$ cat src/design/websocket_frame_deframer_unit_assert.svh
// Assertion macros for the WebSocket deframer.
// Included by the top level; no other dependencies.
`ifndef WEBSOCKET_FRAME_DEFRAMER_UNIT_ASSERT_SVH
`define WEBSOCKET_FRAME_DEFRAMER_UNIT_ASSERT_SVH

`ifndef SYNTHESIS
// same-cycle implication
`define WSD_ASSERT_NOW(label, clk, rst, ante, cons) \
   label: assert property (@(posedge clk) disable iff (rst) (ante) |-> (cons)) \
      else $error("wsd assertion failed");
// next-cycle implication
`define WSD_ASSERT_NEXT(label, clk, rst, ante, cons) \
   label: assert property (@(posedge clk) disable iff (rst) (ante) |=> (cons)) \
      else $error("wsd assertion failed");
`else
`define WSD_ASSERT_NOW(label, clk, rst, ante, cons)
`define WSD_ASSERT_NEXT(label, clk, rst, ante, cons)
`endif

`endif

$ cat src/design/wsd_pkg.sv
// Shared types and constants for the WebSocket deframer.
// No dependencies; used by the channel interfaces and the top level.
package wsd_pkg;

   typedef logic [7:0]  byte_type;
   typedef logic [63:0] length_type;
   typedef logic [1:0]  kind_type;
   typedef logic [3:0]  opcode_type;

   localparam kind_type KIND_DATA     = 2'd0;
   localparam kind_type KIND_EMPTY    = 2'd1;
   localparam kind_type KIND_OVERSIZE = 2'd2;

   localparam logic [6:0] LEN7_EXT16 = 7'd126;
   localparam logic [6:0] LEN7_EXT64 = 7'd127;

   localparam logic [3:0] EXT16_BYTES = 4'd2;
   localparam logic [3:0] EXT64_BYTES = 4'd8;
   localparam logic [2:0] KEY_BYTES   = 3'd4;

   localparam length_type MAX_LENGTH_RESET = 64'd16777216;

endpackage

$ cat src/design/wsd_if.sv
// Valid/ready channel interfaces of the WebSocket deframer.
// Depends on wsd_pkg.
interface wsd_req_if import wsd_pkg::*; ();
   logic     valid;
   logic     ready;
   byte_type stream_byte;

   modport source (output valid, output stream_byte, input ready);
   modport sink   (input valid, input stream_byte, output ready);
endinterface

interface wsd_rsp_if import wsd_pkg::*; ();
   logic       valid;
   logic       ready;
   kind_type   result_kind;
   byte_type   payload_byte;
   logic       final_fragment;
   opcode_type frame_opcode;
   logic       frame_end;

   modport source (output valid, output result_kind, output payload_byte,
                   output final_fragment, output frame_opcode, output frame_end,
                   input ready);
   modport sink   (input valid, input result_kind, input payload_byte,
                   input final_fragment, input frame_opcode, input frame_end,
                   output ready);
endinterface

interface wsd_csr_if import wsd_pkg::*; ();
   logic       valid;
   logic       ready;
   length_type max_payload_length;

   modport source (output valid, output max_payload_length, input ready);
   modport sink   (input valid, input max_payload_length, output ready);
endinterface

$ cat src/design/websocket_frame_deframer_unit.sv
// WebSocket frame deframer: byte-wide header parser and payload unmasker.
// Depends on wsd_pkg, the channel interfaces in wsd_if.sv and the assert header.
//
// Usage:
//   req_if carries one stream byte per request. Header bytes (first byte, length
//   byte, extended length, mask key) give no response. Each payload byte gives
//   one response of kind data, unmasked, tagged with FIN, opcode and frame_end
//   on the last byte. A zero-length frame gives one empty-frame response; a
//   length above max_payload_length gives one oversize response and the next
//   byte is parsed as a new frame header.
//   csr_if writes max_payload_length; it is always ready. It is to be written
//   only while the block is idle; the block itself does not enforce this.
// Timing:
//   A response is registered and appears the cycle after its request is
//   accepted. One byte is accepted every cycle; the single-entry response
//   register is the only buffer, so req_if.ready drops while a response is held
//   and rsp_if.ready is low.
// Reset:
//   Synchronous, active high. The parser returns to waiting for a first header
//   byte, the response register empties and the limit returns to 16 MiB.
module websocket_frame_deframer_unit
   import wsd_pkg::*;
(
   input  logic       clock,
   input  logic       reset,
   wsd_req_if.sink    req_if,
   wsd_rsp_if.source  rsp_if,
   wsd_csr_if.sink    csr_if
);

`include "websocket_frame_deframer_unit_assert.svh"

   typedef enum logic [2:0] {
      PH_HDR0,
      PH_HDR1,
      PH_EXTLEN,
      PH_KEY,
      PH_PAYLOAD
   } phase_type;

   phase_type  phase_ff, phase_in;
   logic [4:0] fin_op_ff, fin_op_in;
   logic       mask_ff, mask_in;
   logic [3:0] len_left_ff, len_left_in;
   length_type len_ff, len_in;
   logic [31:0] key_ff, key_in;
   logic [2:0] key_left_ff, key_left_in;
   logic [1:0] key_pos_ff, key_pos_in;
   length_type limit_ff;

   logic       rsp_valid_ff, rsp_valid_in;
   kind_type   kind_ff, kind_in;
   byte_type   byte_ff, byte_in;
   logic       fin_ff, fin_in;
   opcode_type op_ff, op_in;
   logic       end_ff, end_in;

   logic       req_fire;
   logic       emit;
   logic       len_done;
   logic       hdr_done;
   length_type len_value;
   byte_type   b;
   byte_type   key_byte;

   assign b        = req_if.stream_byte;
   assign req_if.ready = !rsp_valid_ff || rsp_if.ready;
   assign req_fire = req_if.valid && req_if.ready;
   assign csr_if.ready = 1'b1;

   always_comb begin
      unique case (key_pos_ff)
         2'd0:    key_byte = key_ff[31:24];
         2'd1:    key_byte = key_ff[23:16];
         2'd2:    key_byte = key_ff[15:8];
         default: key_byte = key_ff[7:0];
      endcase
      if (!mask_ff) begin
         key_byte = '0;
      end
   end

   always_comb begin
      phase_in    = phase_ff;
      fin_op_in   = fin_op_ff;
      mask_in     = mask_ff;
      len_left_in = len_left_ff;
      len_in      = len_ff;
      key_in      = key_ff;
      key_left_in = key_left_ff;
      key_pos_in  = key_pos_ff;
      emit        = 1'b0;
      kind_in     = KIND_DATA;
      byte_in     = '0;
      end_in      = 1'b0;
      fin_in      = fin_op_ff[4];
      op_in       = fin_op_ff[3:0];
      len_done    = 1'b0;
      hdr_done    = 1'b0;
      len_value   = {len_ff[55:0], b};

      unique case (phase_ff)
         PH_HDR0: begin
            fin_op_in = {b[7], b[3:0]};
            phase_in  = PH_HDR1;
         end
         PH_HDR1: begin
            mask_in = b[7];
            if (b[6:0] == LEN7_EXT16 || b[6:0] == LEN7_EXT64) begin
               len_left_in = (b[6:0] == LEN7_EXT16) ? EXT16_BYTES : EXT64_BYTES;
               len_in      = '0;
               phase_in    = PH_EXTLEN;
            end else begin
               len_value = {57'd0, b[6:0]};
               len_done  = 1'b1;
            end
         end
         PH_EXTLEN: begin
            len_in      = len_value;
            len_left_in = len_left_ff - 4'd1;
            len_done    = (len_left_ff == 4'd1);
         end
         PH_KEY: begin
            key_in      = {key_ff[23:0], b};
            key_left_in = key_left_ff - 3'd1;
            len_value   = len_ff;
            hdr_done    = (key_left_ff == 3'd1);
         end
         PH_PAYLOAD: begin
            key_pos_in = key_pos_ff + 2'd1;
            len_in     = len_ff - 64'd1;
            emit       = 1'b1;
            kind_in    = KIND_DATA;
            byte_in    = b ^ key_byte;
            end_in     = (len_ff == 64'd1);
            if (len_ff == 64'd1) begin
               phase_in = PH_HDR0;
            end
         end
         default: begin
            phase_in = PH_HDR0;
         end
      endcase

      if (len_done) begin
         len_in = len_value;
         if (len_value > limit_ff) begin
            phase_in = PH_HDR0;
            emit     = 1'b1;
            kind_in  = KIND_OVERSIZE;
            end_in   = 1'b1;
         end else if (mask_in) begin
            key_in      = '0;
            key_left_in = KEY_BYTES;
            phase_in    = PH_KEY;
         end else begin
            key_in   = '0;
            hdr_done = 1'b1;
         end
      end

      if (hdr_done) begin
         if (len_value == 64'd0) begin
            phase_in = PH_HDR0;
            emit     = 1'b1;
            kind_in  = KIND_EMPTY;
            end_in   = 1'b1;
         end else begin
            key_pos_in = 2'd0;
            phase_in   = PH_PAYLOAD;
         end
      end

      if (req_if.ready) begin
         rsp_valid_in = req_fire && emit;
      end else begin
         rsp_valid_in = rsp_valid_ff;
      end
   end

   always_ff @(posedge clock) begin
      if (reset) begin
         phase_ff     <= PH_HDR0;
         rsp_valid_ff <= 1'b0;
         limit_ff     <= MAX_LENGTH_RESET;
      end else begin
         rsp_valid_ff <= rsp_valid_in;
         if (req_fire) begin
            phase_ff <= phase_in;
         end
         if (csr_if.valid && csr_if.ready) begin
            limit_ff <= csr_if.max_payload_length;
         end
      end
      if (req_fire) begin
         fin_op_ff   <= fin_op_in;
         mask_ff     <= mask_in;
         len_left_ff <= len_left_in;
         len_ff      <= len_in;
         key_ff      <= key_in;
         key_left_ff <= key_left_in;
         key_pos_ff  <= key_pos_in;
      end
      if (req_fire && emit) begin
         kind_ff <= kind_in;
         byte_ff <= byte_in;
         fin_ff  <= fin_in;
         op_ff   <= op_in;
         end_ff  <= end_in;
      end
   end

   assign rsp_if.valid          = rsp_valid_ff;
   assign rsp_if.result_kind    = kind_ff;
   assign rsp_if.payload_byte   = byte_ff;
   assign rsp_if.final_fragment = fin_ff;
   assign rsp_if.frame_opcode   = op_ff;
   assign rsp_if.frame_end      = end_ff;

   // non-data responses always close a frame and carry no byte
   `WSD_ASSERT_NOW(a_ctrl_rsp_shape, clock, reset,
      rsp_valid_ff && kind_ff != KIND_DATA, end_ff && byte_ff == 8'd0)
   // every accepted payload byte produces a data response
   `WSD_ASSERT_NEXT(a_payload_emits, clock, reset,
      req_fire && phase_ff == PH_PAYLOAD,
      rsp_valid_ff && kind_ff == KIND_DATA)
   // the payload phase never runs with nothing left to count
   `WSD_ASSERT_NOW(a_payload_nonzero, clock, reset,
      phase_ff == PH_PAYLOAD, len_ff != 64'd0)

endmodule
$ cat src/flat_wrapper.sv
// flat-port wrapper written by rule: the top's interface ports become plain ports
module websocket_frame_deframer_unit_flat import wsd_pkg::*;
  (clock, reset, req_if_valid, req_if_stream_byte, req_if_ready, rsp_if_valid, rsp_if_result_kind, rsp_if_payload_byte, rsp_if_final_fragment, rsp_if_frame_opcode, rsp_if_frame_end, rsp_if_ready, csr_if_valid, csr_if_max_payload_length, csr_if_ready);
  wsd_req_if req_if_i ();
  wsd_rsp_if rsp_if_i ();
  wsd_csr_if csr_if_i ();
  input  logic clock;
  input  logic reset;
  input wire logic [$bits(req_if_i.valid)-1:0] req_if_valid;
  input wire logic [$bits(req_if_i.stream_byte)-1:0] req_if_stream_byte;
  output wire logic [$bits(req_if_i.ready)-1:0] req_if_ready;
  output wire logic [$bits(rsp_if_i.valid)-1:0] rsp_if_valid;
  output wire logic [$bits(rsp_if_i.result_kind)-1:0] rsp_if_result_kind;
  output wire logic [$bits(rsp_if_i.payload_byte)-1:0] rsp_if_payload_byte;
  output wire logic [$bits(rsp_if_i.final_fragment)-1:0] rsp_if_final_fragment;
  output wire logic [$bits(rsp_if_i.frame_opcode)-1:0] rsp_if_frame_opcode;
  output wire logic [$bits(rsp_if_i.frame_end)-1:0] rsp_if_frame_end;
  input wire logic [$bits(rsp_if_i.ready)-1:0] rsp_if_ready;
  input wire logic [$bits(csr_if_i.valid)-1:0] csr_if_valid;
  input wire logic [$bits(csr_if_i.max_payload_length)-1:0] csr_if_max_payload_length;
  output wire logic [$bits(csr_if_i.ready)-1:0] csr_if_ready;
  assign req_if_i.valid = req_if_valid;
  assign req_if_i.stream_byte = req_if_stream_byte;
  assign req_if_ready = req_if_i.ready;
  assign rsp_if_valid = rsp_if_i.valid;
  assign rsp_if_result_kind = rsp_if_i.result_kind;
  assign rsp_if_payload_byte = rsp_if_i.payload_byte;
  assign rsp_if_final_fragment = rsp_if_i.final_fragment;
  assign rsp_if_frame_opcode = rsp_if_i.frame_opcode;
  assign rsp_if_frame_end = rsp_if_i.frame_end;
  assign rsp_if_i.ready = rsp_if_ready;
  assign csr_if_i.valid = csr_if_valid;
  assign csr_if_i.max_payload_length = csr_if_max_payload_length;
  assign csr_if_ready = csr_if_i.ready;
  websocket_frame_deframer_unit u_core (.clock(clock), .reset(reset), .req_if(req_if_i), .rsp_if(rsp_if_i), .csr_if(csr_if_i));
endmodule
$ cat config.mk
export PLATFORM = sky130hd
export DESIGN_NAME = websocket_frame_deframer_unit_flat
export DESIGN_NICKNAME = d
export VERILOG_FILES = /design/src/design/wsd_pkg.sv /design/src/design/wsd_if.sv /design/src/design/websocket_frame_deframer_unit.sv /design/src/flat_wrapper.sv
export VERILOG_INCLUDE_DIRS = /design/src /design/src/design
export SDC_FILE = /design/constraint.sdc
export NUM_CORES = 1
export LEC_CHECK = 0
export BUFFER_PORTS_ARGS = -buffer_cell sky130_fd_sc_hd__buf_2
export CORE_UTILIZATION = 61
export DETAILED_ROUTE_END_ITERATION = 8
export GPL_ROUTABILITY_DRIVEN = 0
export MAX_ROUTING_LAYER = met4
export PLACE_DENSITY = 0.81
export SLEW_MARGIN = 20
export SYNTH_ARGS = -nofsm -noshare
export SYNTH_HDL_FRONTEND = slang
export SYNTH_SLANG_ARGS = --single-unit
$ cat constraint.sdc
create_clock -name clock -period 6.05 [get_ports clock]
set_input_delay 0.9075 -clock clock [delete_from_list [all_inputs] [get_ports clock]]
set_output_delay 0.9075 -clock clock [all_outputs]
set_load 0.02 [all_outputs]
==> impl_results.md <==
- CTS tree: yes
- Crit Path Max Fanout: 45
- Residual DRC: 0
- Post-synthesis cell type count: 68
- Share of cells above drive strength 1: 0.1172
- Die width: 143.9 µm
- Rows: 51
- Final count of pins violating max slew: 0
- Clk Latency, worst-skew pair: 0.45 ns
- Cell Pwr Density: 278.6 nW/µm²
- Critical path class: register to register
- Hold_ws: 0.4367 ns
- Syn avg cell area: 9.146 µm²
- Avg WL per Cell: about 20 µm
- Fmax: 0.1924 GHz
- Seq cells post-synth: 195
- Layout area overhead: 8.757%
- Post_cts resized: 0
- Multi-input combinational cell area: between 6000 and 7000 µm²
- Worst path required time: 6.25 ns
- Core area: slightly below 20,000 µm²
- Met1 GRT Util: 0.4484
- Crit share post-route: 0.8592
- Post-synth EDFFs: around 130
- Most Crowded Layer GR: met2
- Port bufs: 94
- Post-CTS setup buffers: 0
- Main area contributors after synthesis: edfxtp_1, dfxtp_1, ha_1
- Grt met2 use: 0.4846
- Post-Syn Nets: 1,493
- Initial antenna violation count: 0
- Layout net count: 1,512
- Count of yosys warnings during synthesis: 0
- GRT met3 Usage: 0.08197
- Worst setup margin: around 0.85 ns
- Sequential-to-total area share from yosys stat: 0.4216
- Max-Cap Viols: 0
- Setup Skew: 0.01347 ns
- Clk root buf: clkbuf_16
- DRT Pass-1 Iters: 7
- Via-to-Cell Ratio: 6.323
- Primary FF master, synth: edfxtp_1
- RSZ-0062 raised after global routing: false
- Grt total ovfl: 0
- Clk buf depth: 2
- Final WL: 32,690 µm
- Gr usage total: 0.3333
- Pre-CTS setup slack: 0.8313 ns
- Setup TNS: 0 ns
- Post-DP HPWL: 22,510 µm
- Max VDD drop: between 150 and 200 µV
- Largest net degree at the start of global routing: 69
- Worst r2r path cells: 12
- Setup crit end kind: register
- Die area: 20,690 µm²
- Register-to-register setup slack: 0.85 ns
- Top cell type's share of synthesized area: 0.3107
- Placed Area: 12,770 µm²
- Clock-pin slew on the worst setup and hold paths: ~0.070 ns
- CP arrival: 5.40 ns
- Hold buffers post-CTS: 0
- RR Startpoint: u_core.phase_ff[1]$_SDFFE_PP0P_
- Initial detailed-routing violation count: 1,523
- Outcome: complete, no violations
- Crit path time final: a little over 5 ns
- Cell count after synthesis: about 1,300
- Top Ports: 96
- Via count: roughly 10,000
- Largest area contributor in the netlist: edfxtp_1
- CTS Buf Count: 17
- Final Instance Area: between 10,000 and 15,000 µm²
- # fillers: 1,541
- Final hold vios: 0
- Post-layout util: 0.6814
- Diodes inserted: 0
- Worst Setup EP: u_core.key_ff[23]$_DFFE_PP_
- Actual slew at the worst max-slew pin: approximately 1.1 ns
- Worst R2R End: u_core.key_ff[23]$_DFFE_PP_
- Crit. Startpoint: u_core.phase_ff[1]$_SDFFE_PP0P_
- First-pass GRT wire length: 51,270 µm
- Starting Density: 0.6266
- Routed Antenna Nets: 0
- P_leak: 5.144 nW
- Reg area: 5175 µm²
- Vias in the first global route: 9,672
- Final setup fails: 0
- CTS Sinks: 195
- Startpoint Class: register
- H-tree levels: 4
- Die Ht: 143.9 µm
- Relative slew slack: 0.2849
- Worst min path class: register to register
- Ys async rst share: 0
- Post-Syn Area: 12,270 µm²
[per-stage QoR]
step	instances	power, mW
floorplan	1342	2.313
global placement	1607	2.535
detailed placement	1607	2.573
CTS	1639	3.698
global route	1639	3.868
finish	1639	3.719
[cell usage in the layout (no fill, tap or decap), types with 56 or more instances in the layout]
master,n
nand2_1,182
edfxtp_1,127
nor2_1,115
buf_2,93
inv_1,82
ha_1,74
a21oi_1,72
mux2i_1,68
dfxtp_1,68
a22o_1,56
[cells in the mapped netlist (10+ instances only)]
master / count
a21oi_1: 72
a221oi_1: 10
a22o_1: 56
buf_2: 10
clkbuf_1: 87
dfxtp_1: 68
edfxtp_1: 127
ha_1: 74
inv_1: 82
mux2i_1: 68
nand2_1: 183
nand3_1: 15
nand4_1: 22
nor2_1: 117
nor3_1: 28
nor4_1: 28
o21ai_0: 45
o21ai_1: 30
or3_1: 10
or4_1: 10
xnor2_1: 44
xor2_1: 28
[critical path, cell delays in order (launching register included)]
cell	delay (ns)
dfxtp_1	0.63
and3b_2	0.98
buf_4	0.38
a22o_1	0.18
ha_1	0.23
a21o_1	0.16
a221o_1	0.34
a221oi_1	0.39
o22ai_1	0.17
a2111oi_0	0.63
a22o_1	0.51
buf_4	0.25
a21oi_1	0.06
[layout make-up]
cell class / count / area share
Sequential cell: 195 / 0.3877
Inverter: 82 / 0.02306
Clock inverter: 14 / 0.01143
Timing Repair Buffer: 110 / 0.04536
Tap cell: 265 / 0.02484
Clock buffer: 18 / 0.03215
Multi-Input combinational cell: 955 / 0.4755
[sequential cells by signal (all words and copies together) (netlist names), 2 cells and up]
name and cells:
u_core.len_ff 64, u_core.limit_ff 64, u_core.key_ff 32, u_core.rsp_if.payload_byte 8
u_core.fin_op_ff 5, u_core.len_left_ff 4, u_core.rsp_if.frame_opcode 4, u_core.key_left_ff 3
u_core.phase_ff 3, u_core.key_pos_ff 2, u_core.rsp_if.result_kind 2
[routing by layer]
metal / routed length, µm / vias to the layer above
met5: 0 / -
met4: 945 / 0
met3: 3550 / 80
met2: 14380 / 631
met1: 13810 / 4814
li1: - / 4839
[report_power, final]
part,leakage (nW),internal [mW],total [mW],switching (mW)
combinational,3.09,0.337,0.816,0.480
sequential,1.78,1.58,1.76,0.177
clock,0.275,0.614,1.14,0.530
total,5.14,2.53,3.72,1.19
[worst min path at each step]
| stage | startpoint | to | slack (ns) | depth (start not counted) |
|---|---|---|---|---|
| 2_1_floorplan | u_core.fin_op_ff[4]$_DFFE_PP_ | u_core.rsp_if.final_fragment$_DFFE_PP_ | 0.40 | 0 |
| 3_3_place_gp | u_core.fin_op_ff[0]$_DFFE_PP_ | u_core.rsp_if.frame_opcode[0]$_DFFE_PP_ | 0.40 | 0 |
| 3_5_place_dp | u_core.fin_op_ff[4]$_DFFE_PP_ | u_core.rsp_if.final_fragment$_DFFE_PP_ | 0.41 | 0 |
| 4_1_cts | u_core.fin_op_ff[4]$_DFFE_PP_ | u_core.rsp_if.final_fragment$_DFFE_PP_ | 0.43 | 0 |
| 5_1_grt | u_core.fin_op_ff[1]$_DFFE_PP_ | u_core.rsp_if.frame_opcode[1]$_DFFE_PP_ | 0.45 | 0 |
| 6_report | u_core.fin_op_ff[4]$_DFFE_PP_ | u_core.rsp_if.final_fragment$_DFFE_PP_ | 0.44 | 0 |
[cell families after synthesis]
logic type      count (synthesis)  share of synthesized area
simple gates                  471                     0.1876
compound gates                269                     0.1449
fa+ha+maj                      74                    0.07543
mux                            68                    0.05545
flops                         195                     0.4216
other cells                     1                  0.0003055
buf+inv                       192                    0.06340
xor+xnor                       72                    0.05138
Power figures use the tool's default switching activity.
